### src/design/normal_matrix_3x3_top_macros.svh
// Assertion macros for the normal matrix block.
`ifndef NORMAL_MATRIX_3X3_TOP_MACROS_SVH
`define NORMAL_MATRIX_3X3_TOP_MACROS_SVH
`ifndef NO_ASSERTIONS
`define NM_ASSERT_IMP(lbl, ante, cons) \
  lbl: assert property (@(posedge clk) disable iff (!rst_n) (ante) |-> (cons)) \
    else $error("normal matrix: implication check failed");
`define NM_ASSERT_NXT(lbl, ante, cons) \
  lbl: assert property (@(posedge clk) disable iff (!rst_n) (ante) |=> (cons)) \
    else $error("normal matrix: next-cycle check failed");
`else
`define NM_ASSERT_IMP(lbl, ante, cons)
`define NM_ASSERT_NXT(lbl, ante, cons)
`endif
`endif

### src/design/nm_pkg.sv
// Shared types, constants and binary32 arithmetic helpers for the normal matrix block.
package nm_pkg;

  localparam int NUM_ELEM      = 9;
  localparam int FP_W          = 32;
  localparam int MAT_W         = NUM_ELEM * FP_W;
  localparam int RAW_W         = 50;
  localparam int DIV_STEPS     = 28;
  localparam int DIV_PER_STAGE = 2;
  localparam int DIV_STAGES    = DIV_STEPS / DIV_PER_STAGE;
  localparam int MUL_LAT       = 2;
  localparam int ADD_LAT       = 2;
  localparam int C0_DELAY      = MUL_LAT + ADD_LAT;
  localparam int K_DELAY       = 22;
  localparam int PIPE_LAT      = 29;

  localparam logic [31:0] FP_QNAN = 32'h7FC0_0000;
  localparam logic [31:0] FP_ONE  = 32'h3F80_0000;
  localparam logic [31:0] FP_ZERO = 32'h0000_0000;
  localparam logic [31:0] FP_TINY = 32'h1E3C_E508;

  typedef logic [FP_W-1:0] fp_t;

  // unrounded value: m * 2^e, or a finished special value
  typedef struct packed {
    logic              spec;
    fp_t               sv;
    logic              sign;
    logic [RAW_W-1:0]  m;
    logic signed [10:0] e;
  } fp_raw_t;

  typedef struct packed {
    logic        deg;
    logic        sign;
    logic [7:0]  ed;
    logic [23:0] md;
    logic [23:0] rem;
    logic [27:0] q;
  } div_st_t;

  function automatic logic fp_is_nan(input fp_t a);
    return (a[30:23] == 8'hFF) && (a[22:0] != 23'd0);
  endfunction

  function automatic logic fp_is_inf(input fp_t a);
    return (a[30:23] == 8'hFF) && (a[22:0] == 23'd0);
  endfunction

  function automatic logic fp_is_zero(input fp_t a);
    return a[30:0] == 31'd0;
  endfunction

  function automatic logic [23:0] fp_mant(input fp_t a);
    return {a[30:23] != 8'd0, a[22:0]};
  endfunction

  function automatic logic [7:0] fp_exp(input fp_t a);
    return (a[30:23] == 8'd0) ? 8'd1 : a[30:23];
  endfunction

  function automatic fp_t fp_canon(input fp_t a);
    return fp_is_nan(a) ? FP_QNAN : a;
  endfunction

  // normalise, round to nearest even, pack (gradual underflow, overflow to inf)
  function automatic fp_t fp_round(input fp_raw_t r);
    logic [5:0]         lz;
    logic [RAW_W-1:0]   mn;
    logic [RAW_W-1:0]   ms;
    logic signed [12:0] be;
    logic [6:0]         sh;
    logic               st;
    logic               inc;
    logic [23:0]        kept;
    logic [7:0]         ef;
    logic [30:0]        w;
    fp_t                res;
    lz = 6'd0;
    for (int i = 0; i < RAW_W; i++) begin
      if (r.m[i]) lz = 6'(RAW_W - 1 - i);
    end
    mn = r.m << lz;
    be = 13'(r.e) - $signed({7'd0, lz}) + 13'sd176;
    if (be < 13'sd1) begin
      sh = (be < -13'sd62) ? 7'd63 : 7'(13'sd1 - be);
      ms = mn >> sh;
      st = (ms << sh) != mn;
      ef = 8'd0;
    end else begin
      sh = 7'd0;
      ms = mn;
      st = 1'b0;
      ef = be[7:0];
    end
    kept = ms[RAW_W-1:RAW_W-24];
    inc  = ms[RAW_W-25] & ((|ms[RAW_W-26:0]) | st | kept[0]);
    w    = {ef, kept[22:0]} + 31'(inc);
    if (r.spec) res = r.sv;
    else if (r.m == '0) res = {r.sign, 31'd0};
    else if (be >= 13'sd255) res = {r.sign, 8'hFF, 23'd0};
    else res = {r.sign, w};
    return res;
  endfunction

  function automatic fp_raw_t fp_mul_front(input fp_t a, input fp_t b);
    fp_raw_t     r;
    logic [47:0] p;
    r      = '0;
    r.sign = a[31] ^ b[31];
    p      = fp_mant(a) * fp_mant(b);
    r.m    = {2'b00, p};
    r.e    = $signed({3'b000, fp_exp(a)}) + $signed({3'b000, fp_exp(b)}) - 11'sd300;
    if (fp_is_nan(a) || fp_is_nan(b) || (fp_is_inf(a) && fp_is_zero(b)) ||
        (fp_is_zero(a) && fp_is_inf(b))) begin
      r.spec = 1'b1;
      r.sv   = FP_QNAN;
    end else if (fp_is_inf(a) || fp_is_inf(b)) begin
      r.spec = 1'b1;
      r.sv   = {r.sign, 8'hFF, 23'd0};
    end else if (fp_is_zero(a) || fp_is_zero(b)) begin
      r.spec = 1'b1;
      r.sv   = {r.sign, 31'd0};
    end
    return r;
  endfunction

  function automatic fp_raw_t fp_add_front(input fp_t a, input fp_t b);
    fp_raw_t     r;
    fp_t         hi;
    fp_t         lo;
    logic [7:0]  diff;
    logic [26:0] ml;
    logic [26:0] msl;
    logic [26:0] shd;
    logic        stk;
    logic [27:0] sum;
    r  = '0;
    hi = (a[30:0] >= b[30:0]) ? a : b;
    lo = (a[30:0] >= b[30:0]) ? b : a;
    diff = fp_exp(hi) - fp_exp(lo);
    ml   = {fp_mant(hi), 3'b000};
    msl  = {fp_mant(lo), 3'b000};
    if (diff >= 8'd27) begin
      shd = 27'd0;
      stk = |msl;
    end else begin
      shd = msl >> diff;
      stk = (shd << diff) != msl;
    end
    shd[0] = shd[0] | stk;
    if (a[31] ^ b[31]) sum = {1'b0, ml} - {1'b0, shd};
    else sum = {1'b0, ml} + {1'b0, shd};
    r.m = {22'd0, sum};
    r.e = $signed({3'b000, fp_exp(hi)}) - 11'sd153;
    if (sum == 28'd0) r.sign = (a[31] ^ b[31]) ? 1'b0 : a[31];
    else r.sign = hi[31];
    if (fp_is_nan(a) || fp_is_nan(b) ||
        (fp_is_inf(a) && fp_is_inf(b) && (a[31] != b[31]))) begin
      r.spec = 1'b1;
      r.sv   = FP_QNAN;
    end else if (fp_is_inf(a)) begin
      r.spec = 1'b1;
      r.sv   = a;
    end else if (fp_is_inf(b)) begin
      r.spec = 1'b1;
      r.sv   = b;
    end
    return r;
  endfunction

  function automatic div_st_t div_step(input div_st_t s);
    div_st_t     o;
    logic [24:0] t;
    o = s;
    t = {s.rem, 1'b0};
    if (t >= {1'b0, s.md}) begin
      o.rem = 24'(t - {1'b0, s.md});
      o.q   = {s.q[26:0], 1'b1};
    end else begin
      o.rem = t[23:0];
      o.q   = {s.q[26:0], 1'b0};
    end
    return o;
  endfunction

  function automatic logic mat_is_identity(input logic [MAT_W-1:0] x);
    logic ok;
    ok = 1'b1;
    for (int j = 0; j < NUM_ELEM; j++) begin
      if (x[j*FP_W +: FP_W] != (((j % 4) == 0) ? FP_ONE : FP_ZERO)) ok = 1'b0;
    end
    return ok;
  endfunction

  function automatic logic mat_nan_canon(input logic [MAT_W-1:0] x);
    logic ok;
    ok = 1'b1;
    for (int j = 0; j < NUM_ELEM; j++) begin
      if (fp_is_nan(x[j*FP_W +: FP_W]) && (x[j*FP_W +: FP_W] != FP_QNAN)) ok = 1'b0;
    end
    return ok;
  endfunction

endpackage

### src/design/nm_delay.sv
// Enable-gated shift register delay line.
module nm_delay import nm_pkg::*; #(
  parameter int W     = FP_W,
  parameter int DEPTH = 1
) (
  input  logic         clk,
  input  logic         en,
  input  logic [W-1:0] din,
  output logic [W-1:0] dout
);

  logic [W-1:0] sr_r [DEPTH];

  always_ff @(posedge clk) begin
    if (en) begin
      sr_r[0] <= din;
      for (int i = 1; i < DEPTH; i++) sr_r[i] <= sr_r[i-1];
    end
  end

  assign dout = sr_r[DEPTH-1];

endmodule

### config.mk
export PLATFORM = sky130hd
export DESIGN_NAME = nm_delay
export DESIGN_NICKNAME = d
export VERILOG_FILES = /design/src/design/normal_matrix_3x3_top_macros.svh /design/src/design/nm_pkg.sv /design/src/design/nm_delay.sv
export SDC_FILE = /design/constraint.sdc
export NUM_CORES = 1
export LEC_CHECK = 0
export ABC_AREA = 0
export BUFFER_PORTS_ARGS = -buffer_cell sky130_fd_sc_hd__buf_4
export CORE_ASPECT_RATIO = 0.7
export CORE_UTILIZATION = 42
export DETAILED_ROUTE_END_ITERATION = 8
export PLACE_DENSITY = 0.78
export SLEW_MARGIN = 15
export SYNTH_ARGS = -nofsm -noshare
export SYNTH_HDL_FRONTEND = slang
export SYNTH_SLANG_ARGS = --single-unit
### constraint.sdc
create_clock -name clk -period 1.1 [get_ports clk]
set_clock_uncertainty 0.15 [all_clocks]
set_input_delay 0 -clock clk [delete_from_list [all_inputs] [get_ports clk]]
set_output_delay 0 -clock clk [all_outputs]
set_load 0.005 [all_outputs]
Yosys cells after proc, flatten, opt, wreduce, memory -nomap -nowiden
Memories as Yosys holds them, arrays and structs flattened.
Cells that the tools add are included.
{"block": "word_totals", "ff_bits": 0, "ram_bits": 32, "inputBits": 34, "out_inout_bits": 32, "elab_cells": 3, "memories": 1}
{"block": "op_classes", "n_mux": 2}
{"name": "sr_r", "words": 1, "word_bits": 32, "rd": 1, "rd_clocked_by_memory_dff": 0, "write_ports": 1, "line": "nm_delay.sv:12", "rtl": "logic [W-1:0] sr_r [DEPTH];"}
{"operator": "1-bit 2-to-1 mux", "count": 2}

Logic depth before layout (Yosys ltp)
Gate-level depths: netlist (run 1).
{"block": "depth", "ltp_word": 2, "depth_mapped": 0, "mapped_depth_nobuf": 0}

Worst setup path after synthesis (run 1)
OpenSTA, ideal clock, no wires.
{"block": "synth_path", "path_kind": "flip-flop to output port", "start": "memory sr_r[0][0] in the netlist's numbering", "end": "output port dout[0]", "arrival_time_ps": 355, "t_required_ps": 950, "path_slack_ps": 595, "stages_incl_launch_ff": 1, "n_path_buf": 0, "cell_sequence": "edfxtp_1"}
{"block": "synth_between", "elab_chain_cells": 1}
{"item": "from (decl)", "line": "nm_delay.sv:12"}
{"item": "memory read 1 x 32 bit"}
{"item": "to (decl)", "line": "nm_delay.sv:9", "rtl": "output logic [W-1:0] dout"}
Every way passes these cells.

Worst setup path in the final report (run 1)
{"block": "layout_path", "start": "memory sr_r[0][22] in the netlist's numbering", "end": "output port dout[22]"}
Same word-level chain as after synthesis.

==> summary.md, run 1 <==
| Metric | Value |
|---|---|
| Status | completed |
| Vias | 724 |
| Nets | 171 |
| Commonest cells after routing, fill and taps aside | 64 x buf_4, 33 x dlygate4sd3_1, 32 x edfxtp_1, 5 x clkbuf_4, 2 x clkbuf_1 |
| Sequential standard cell area | 961 µm² |
| Worst vdd ir | 0.000996 V |
| Slew Limit Headroom | 81.2% |
| CTS Buffer Depth | 2 |
| First-pass GRT wire length | 3650 µm |
| I/O Pins | 66 |
| Cell Rows | 14 |
| Post-synthesis sequential area ratio | 100% |
| Min-delay worst type | input port to register |
| Syn Area/Cell | 30.0 µm² |
| P&R area growth vs syn | 94.8% |
| Net Count, Synth | 66 |
| Routed length per instance | 14.3 µm |
| Crit path time final | 1.02 ns |
| Die area | 0.00249 mm² |
| Synth Warn # | 0 |
| Top reg by flops | sr_r |
| # setup viols final | 0 |
| Iter 0 DRT Violations | 13 |
| Placed inst area | 0.00149 mm² |
| Mapped Area | 961 µm² |
| Unrepaired setup endpoints after global routing | no |
| Clk sink count | 32 |
| Worst Path Arrival | 0.87 ns |
| Pin count of the biggest net entering global routing | 33 |
| H-Tree Depth | 2 |
| Initial cell density of the core | 44.6% |
| Kind of cell adding the most delay to the critical path | flip-flops |
| Finished Cell Area | 0.00187 mm² |
| Synthesis-stage register bit count | 32 |
| Multi-input gate area | 0 µm² |
| Final hold violations | 0 |
| F_max | 0.979 GHz |
| Initial antenna violation count | 0 |
| Filler instances | 104 |
| Routed wire length | 2430 µm |
| Stages on worst setup path | 1 |
| Critical Path Start | sr_r[0][22] |
| Top flop regs | sr_r: 32 flops |
| Die Wd | 59.2 µm |
| GP Congestion | 0.642 |
| CP required | 0.95 ns |
| Most common cell after layout, fill and taps aside | buf_4 |
| Max-Cap Viols | 0 |
| Global route overflow | 0 |
| Buffer and inverter count on the worst path | 1 |
| Root Buffer | clkbuf_4 |
| GR Util All Layers | 22.1% |
| CP endpoint | dout[22] |
| Clk pin slew, worst setup/hold paths | 0.10 ns |
| CP peak stage delay | 0.40 ns |
| Layout cells sized above 1 | 50.7% |
| CP max-delay cell | edfxtp_1 |
| PD cells | 1310 mW/mm² |
| Post-CTS Repair Setup Buffers | 0 |
| DR DRC count | 0 |
| Largest register FFs | 32 |
| Critical-path maximum fanout | 1 |
| Vias in the first global route | 749 |
| Die Height | 42.0 µm |
| First drt pass iteration count | 4 |
| Cells along the critical path | buf_4 |
| Gate Count Post-Synth | 32 |
| DPL Wire Length | 1240 µm |
| Ant. Diodes | 0 |
| Core area | 0.00215 mm² |
| CP startpoint kind | register |
| Critical Path Sink Type | output port |
| Cell variety after synth | 1 |
| Fin Setup TNS | 0 ns |
| Period utilization | 92.9% |
| CTS Buf Count | 5 |
| Worst Tran Pin Value | 0.283 ns |
| #MultiIn Comb | 0 |
| Final slew viol count | 0 |
| Post-DRT Antenna Nets | 0 |
| Pleak | 0.791 nW |
| Crit Path Class | register to output port |
| IO Port Bufs | 65 |
| Drt via density | 4.26 |
| HP Start | din[0] |
| CTS tree | done |
timing repair:
item | in CTS | in global routing
setup endpoints to repair | 0 | 7
hold buffers | 33 | 0
gates resized for setup | 0 | 1
endpoints found under the hold margin | 64 | 0
cells in the mapped netlist:
master,number,area [µm²]
edfxtp_1,32,961
worst min path at each step:
stage / end / depth (start not counted)
2_1_floorplan: sr_r[0][0] / 0
3_3_place_gp: sr_r[0][9] / 1
3_5_place_dp: sr_r[0][20] / 1
4_1_cts: sr_r[0][25] / 2
5_1_grt: sr_r[0][0] / 2
6_report: sr_r[0][0] / 2
power by group:
group	internal (mW)	total (mW)	switching (mW)
clock	0.245	0.609	0.364
sequential	1.45	1.48	0.0296
combinational	0.255	0.364	0.109
total	1.95	2.45	0.502
routing by layer:
metal	global-route usage, %	vias up	wire length, µm
met4	10.0	0	27
met1	25.9	351	945
met5	0	-	0
li1	-	338	-
met2	36.8	30	1320
met3	7.41	5	138
layout make-up:
class	instances	share of cell area (%)
clock buffer	7	2.41
sequential	32	51.3
clock inverter	1	0.201
timing repair buffer	98	43.9
tap	32	2.14
per-stage QoR:
stage | setup WS [ns] | cells | total power [mW] | hold WS, ns | util (%)
5_1_grt | 0.0386 | 170 | 2.53 | 0.227 | 86.9
2_1_floorplan | 0.595 | 32 | 1.51 | -0.0511 | -
3_5_place_dp | 0.245 | 129 | 1.76 | 0.0293 | 69.1
3_3_place_gp | 0.266 | 129 | 1.75 | 0.0282 | 69.1
6_report | 0.0784 | 170 | 2.45 | 0.241 | 86.9
4_1_cts | 0.0344 | 170 | 2.46 | 0.224 | 86.7
cell families after synthesis:
kind of cell	Yosys count	share of synthesized area [%]
flops	32	100
No activity file was read; power rests on OpenSTA's default activity.
==> run 2: changes to the inputs <==
==> constraint.sdc (replaced) <==
create_clock -name clk -period 1.1 [get_ports clk]
set_clock_uncertainty 0.15 [all_clocks]
set_input_delay 0.11 -clock clk [delete_from_list [all_inputs] [get_ports clk]]
set_output_delay 0.11 -clock clk [all_outputs]
set_load 0.005 [all_outputs]
==> run 2 against run 1 <==
- the flow now finishes with violations (setup timing)
- setup slack got worse by 0.12 ns
- fmax decreased by 10%
- critical path depth is the same
- sequential share of layout area fell by 0.14 points
- non-clock buffer count shrank 1
- via count is 0.69% higher
- critical endpoint is now dout[9]
- largest cell class unchanged
- largest power group unchanged
- highest routed layer unchanged
==> summary.md, run 2 (synthesized netlist as in run 1, its figures left out) <==
| Metric | Value |
|---|---|
| Top flop regs | sr_r: 32 flops |
| #MultiIn Comb | 0 (unchanged) |
| Kind of cell adding the most delay to the critical path | flip-flops |
| GR Util All Layers | 22.5% (+0.38 points) |
| DP Worst Slack | 0.130 ns (-0.114 ns) |
| Pin count of the biggest net entering global routing | 33 (unchanged) |
| CP required | 0.84 ns (-0.11 ns) |
| Initial cell density of the core | 44.6% (unchanged) |
| Post-DRT Antenna Nets | 0 (unchanged) |
| Die Height | 42.0 µm (unchanged) |
| Routed wire length | 2760 µm (+14%) |
| Final hold violations | 0 (unchanged) |
| CP peak stage delay | 0.43 ns (+0.03 ns) |
| DPL Wire Length | 1220 µm (-1.1%) |
| # setup viols final | 14 (+14) |
| Final Power | 2.48 mW (+1.3%) |
| GP Congestion | 0.642 (unchanged) |
| Crit Path Class | register to output port |
| Commonest cells after routing, fill and taps aside | 60 x buf_4, 32 x dlygate4sd3_1, 32 x edfxtp_1, 5 x clkbuf_4, 5 x buf_6 |
| P&R area growth vs syn | 95.3% |
| Layout cells sized above 1 | 51.1% (+0.37 points) |
| Multi-input gate area | 0 µm² (unchanged) |
| Clk sink count | 32 (unchanged) |
| H-Tree Depth | 2 (unchanged) |
| F_max | 0.876 GHz (-10%) |
| Cell Rows | 14 (unchanged) |
| Largest register FFs | 32 (unchanged) |
| Slew Limit Headroom | 73.3% (-7.9 points) |
| Final slew viol count | 0 (unchanged) |
| Period utilization | 104% (+11 points) |
| Hold EP | sr_r[0][18] |
| DR DRC count | 0 (unchanged) |
| Drt via density | 4.31 (+1.3%) |
| Finished Cell Area | 0.00188 mm² (+0.27%) |
| Vias | 729 (+0.69%) |
| Die Wd | 59.2 µm (unchanged) |
| Unrepaired setup endpoints after global routing | yes |
| CTS Buffer Depth | 2 (unchanged) |
| Worst Tran Pin Value | 0.401 ns (+0.118 ns) |
| Crit path time final | 1.14 ns (+0.119 ns) |
| Hold WS | 0.0963 ns (-0.145 ns) |
| CTS tree | done |
| Min-delay worst type | input port to register |
| Core area | 0.00215 mm² (unchanged) |
| Status | finished, violations left |
| IO Port Bufs | 65 (unchanged) |
| Max-Cap Viols | 0 (unchanged) |
| Initial antenna violation count | 0 (unchanged) |
| Failing checks | setup timing |
| Worst vdd ir | 0.000953 V (-4.2%) |
| Most common cell after layout, fill and taps aside | buf_4 |
| HP Start | en |
| I/O Pins | 66 (unchanged) |
| CTS Buf Count | 5 (unchanged) |
| Placed cell count | 129 (unchanged) |
| Global route overflow | 0 (unchanged) |
| Critical-path maximum fanout | 1 (unchanged) |
| Die area | 0.00249 mm² (unchanged) |
| Buffer and inverter count on the worst path | 1 (unchanged) |
| First drt pass iteration count | 2 (-2) |
| CP startpoint kind | register |
| Hold path depth | 1 (-1) |
| Placed inst area | 0.00149 mm² (unchanged) |
| Post-CTS Repair Setup Buffers | 0 (unchanged) |
| Ant. Diodes | 0 (unchanged) |
| Clk pin slew, worst setup/hold paths | 0.10 ns (about the same) |
| Cells along the critical path | buf_6 |
| Routed length per instance | 16.3 µm (+14%) |
| Critical Path Sink Type | output port |
| PD cells | 1320 mW/mm² (+0.99%) |
| Pleak | 0.792 nW (+0.10%) |
| First-pass GRT wire length | 3730 µm (+2.2%) |
| Root Buffer | clkbuf_4 |
| Iter 0 DRT Violations | 8 (-5) |
| CP max-delay cell | edfxtp_1 |
| Non-filler cells in the finished layout | 169 (-0.59%) |
| Vias in the first global route | 779 (+4.0%) |
| Worst Slack Setup Final | -0.0411 ns (-0.119 ns) |
| Nets | 170 (-0.58%) |
| Worst Path Arrival | 0.88 ns (about the same) |
| Top reg by flops | sr_r |
| Filler instances | 103 (-0.96%) |
## run 2: layer usage
layer  global-route usage, %  vias to the layer above  wire length [µm]
li1                        -                      337                 -
met1                    25.5                      354               957
met2                    38.6                       32              1610
met3                    6.48                        6               122
met4                    11.0                        0                66
met5                       0                        -                 0
## run 2: area by class of cell
cell class	instances	area [µm²]	share of cell area (%)
timing repair buffer	97	827	44.1
tap	32	40.0	2.13
clock buffer	7	45.0	2.40
clock inverter	1	3.75	0.200
sequential	32	961	51.2
## run 2: stage by stage
stage / TNS, ns / utilization [%]
global placement: 0 / 69.1
global route: -1.49 / 87.1
CTS: -0.407 / 86.2
floorplan: 0 / -
detailed placement: 0 / 69.1
finish: -0.221 / 87.1
## run 2: worst max path at each step
stage,startpoint,endpoint,cells past startpoint
5_1_grt,sr_r[0][26],dout[26],1
6_report,sr_r[0][9],dout[9],1
3_5_place_dp,en,sr_r[0][11],1
4_1_cts,sr_r[0][22],dout[22],1
2_1_floorplan,sr_r[0][0],dout[0],0
3_3_place_gp,en,sr_r[0][8],1
## run 2: repair_timing
| item | 4_1_cts | 5_1_grt |
|---|---|---|
| resized for setup | 0 | 5 |
| hold endpoints to repair | 32 | 0 |
| hold buffers | 32 | 0 |
| setup endpoints to repair | 27 | 32 |
## run 2: power by group
group | internal (mW) | total (mW) | leakage [nW] | switching, mW
Sequential | 1.45 | 1.48 | 0.313 | 0.0338
Clock | 0.246 | 0.628 | 0.0269 | 0.382
Combinational | 0.260 | 0.371 | 0.452 | 0.111
==> run 3: changes to the inputs <==
--- a/config.mk
+++ b/config.mk
@@ -8,9 +8,9 @@
 export ABC_AREA = 0
 export BUFFER_PORTS_ARGS = -buffer_cell sky130_fd_sc_hd__buf_4
 export CORE_ASPECT_RATIO = 0.7
-export CORE_UTILIZATION = 42
+export CORE_UTILIZATION = 30
 export DETAILED_ROUTE_END_ITERATION = 8
-export PLACE_DENSITY = 0.78
+export PLACE_DENSITY = 0.58
 export SLEW_MARGIN = 15
 export SYNTH_ARGS = -nofsm -noshare
 export SYNTH_HDL_FRONTEND = slang
==> run 3 against run 2 <==
- the flow now finishes without violations
- final cell count grew 3.0%
- flip-flop and latch count is the same
- combinational power shrank 3%
==> summary.md, run 3 (synthesized netlist as in run 1, its figures left out) <==
| Metric | Value |
|---|---|
| Period utilization | 97.8% (-5.9 points) |
| P_sw | 0.533 mW (+1.2%) |
| Crit path time final | 1.08 ns (-0.0651 ns) |
| Top flop regs | sr_r: 32 flops |
| F_max | 0.929 GHz (+6.1%) |
| Critical-path maximum fanout | 1 (unchanged) |
| Commonest cells after routing, fill and taps aside | 65 x buf_4, 32 x dlygate4sd3_1, 32 x edfxtp_1, 5 x clkbuf_8, 2 x clkinv_1 |
| Status | completed |
| IO Port Bufs | 65 (unchanged) |
| Drt via density | 4.02 (-6.9%) |
| Cells along the critical path | buf_4 |
| Clk pin slew, worst setup/hold paths | 0.07 ns (-0.03 ns) |
| GR Util All Layers | 13.0% (-9.4 points) |
| Initial cell density of the core | 32.9% (-12 points) |
| Vias | 699 (-4.1%) |
| Clk sink count | 32 (unchanged) |
| Post-CTS Repair Setup Buffers | 0 (unchanged) |
| Fin Setup TNS | 0 ns (+0.221 ns) |
| Routed length per instance | 12.6 µm (-23%) |
| H-Tree Depth | 2 (unchanged) |
| Min-delay worst type | input port to register |
| Unrepaired setup endpoints after global routing | yes |
| #MultiIn Comb | 0 (unchanged) |
| Kind of cell adding the most delay to the critical path | flip-flops |
| CTS tree | done |
| Buffer and inverter count on the worst path | 1 (unchanged) |
| I/O Pins | 66 (unchanged) |
| Sequential share of power | 50.9% (-8.8 points) |
| Crit Path Class | register to output port |
| CP peak stage delay | 0.39 ns (-0.04 ns) |
| P&R area growth vs syn | 102% |
| Vias in the first global route | 689 (-12%) |
| Max-Cap Viols | 0 (unchanged) |
| Internal | 2.37 mW (+21%) |
| Core area | 0.00292 mm² (+36%) |
| Critical Path Sink Type | output port |
| Final hold violations | 0 (unchanged) |
| Die Wd | 69.6 µm (+18%) |
| Ant. Diodes | 0 (unchanged) |
| CTS Buffer Depth | 2 (unchanged) |
| First drt pass iteration count | 2 (unchanged) |
| Die Height | 49.4 µm (+17%) |
| DP Worst Slack | 0.232 ns (+0.102 ns) |
| Final slew viol count | 0 (unchanged) |
| First-pass GRT wire length | 3240 µm (-13%) |
| Global route overflow | 0 (unchanged) |
| Most common cell after layout, fill and taps aside | buf_4 |
| Finished Cell Area | 0.00194 mm² (+3.4%) |
| DR DRC count | 0 (unchanged) |
| Placed inst area | 0.00151 mm² (+1.7%) |
| Root Buffer | clkbuf_8 |
| Placed cell count | 134 (+3.9%) |
| Worst Slack Setup Final | 0.0241 ns (+0.0651 ns) |
| Non-filler cells in the finished layout | 174 (+3.0%) |
| Post-DRT Antenna Nets | 0 (unchanged) |
| Filler instances | 206 (+100%) |
| Die area | 0.00344 mm² (+38%) |
| CP startpoint kind | register |
| CTS Buf Count | 5 (unchanged) |
| # setup viols final | 0 (-14) |
| PD cells | 1490 mW/mm² (+13%) |
| CP max-delay cell | edfxtp_1 |
| Slew Limit Headroom | 88.6% (+15 points) |
| Initial antenna violation count | 0 (unchanged) |
| Utilization after layout | 66.4% (-21 points) |
| Pleak | 0.822 nW (+3.7%) |
| Pin count of the biggest net entering global routing | 33 (unchanged) |
| CP required | 0.84 ns (about the same) |
| Largest register FFs | 32 (unchanged) |
| Nets | 171 (+0.59%) |
| Iter 0 DRT Violations | 52 (+44) |
| Power share of the clock group | 36.6% (+11 points) |
| Routed wire length | 2190 µm (-21%) |
| Multi-input gate area | 0 µm² (unchanged) |
| Worst Path Arrival | 0.82 ns (-0.06 ns) |
| Sw Ratio | 18.4% (-2.8 points) |
| Top reg by flops | sr_r |
| Layout cells sized above 1 | 52.2% (+1.1 points) |
| Combinational share of power | 12.4% (-2.6 points) |
| GP Congestion | 0.660 (+2.9%) |
| Post-CTS Resized | 0 (unchanged) |
| Worst vdd ir | 0.000921 V (-3.4%) |
| Cell Rows | 16 (+2) |
| Worst Tran Pin Value | 0.170 ns (-0.231 ns) |
[run 3: final cells by class]
cell class              instances  area [µm²]  share of cell area, %
flip-flops and latches         32         961                   49.5
well taps                      36        45.0                   2.32
clock buffers                   5        68.8                   3.55
repair buffers                 98         828                   42.7
clock inverters                 3        37.5                   1.93
[run 3: stage by stage]
step	total power [mW]	hold slack, ns
detailed placement	1.78	0.139
floorplan	1.51	0.0589
global placement	1.77	0.139
finish	2.90	0.115
global route	3.00	0.128
CTS	2.93	0.121
[run 3: per-layer routing]
metal / vias to the layer above / track usage, % / wire length [µm]
li1: 339 / - / -
met1: 317 / 14.1 / 874
met5: - / 0 / 0
met4: 0 / 8.00 / 36
met3: 5 / 4.75 / 175
met2: 38 / 22.0 / 1110
[run 3: what timing repair did]
action                                 4_1_cts  5_1_grt
endpoints found under the hold margin       32        0
setup endpoints to repair                    0        1
hold buffers                                32        0
[run 3: power groups by stage]
stage               Sequential (mW)  Combinational, mW  Clock, mW
floorplan                      1.51                  0          0
global placement               1.50              0.267          0
detailed placement             1.50              0.271          0
CTS                            1.48              0.363       1.09
global route                   1.49              0.382       1.13
finish                         1.48              0.360       1.06
[run 3: path summary, 6_finish.rpt]
kind | endpoint | depth (start not counted) | start
worst max-delay path | dout[18] | 1 | sr_r[0][18]
worst min-delay path | sr_r[0][8] | 2 | en
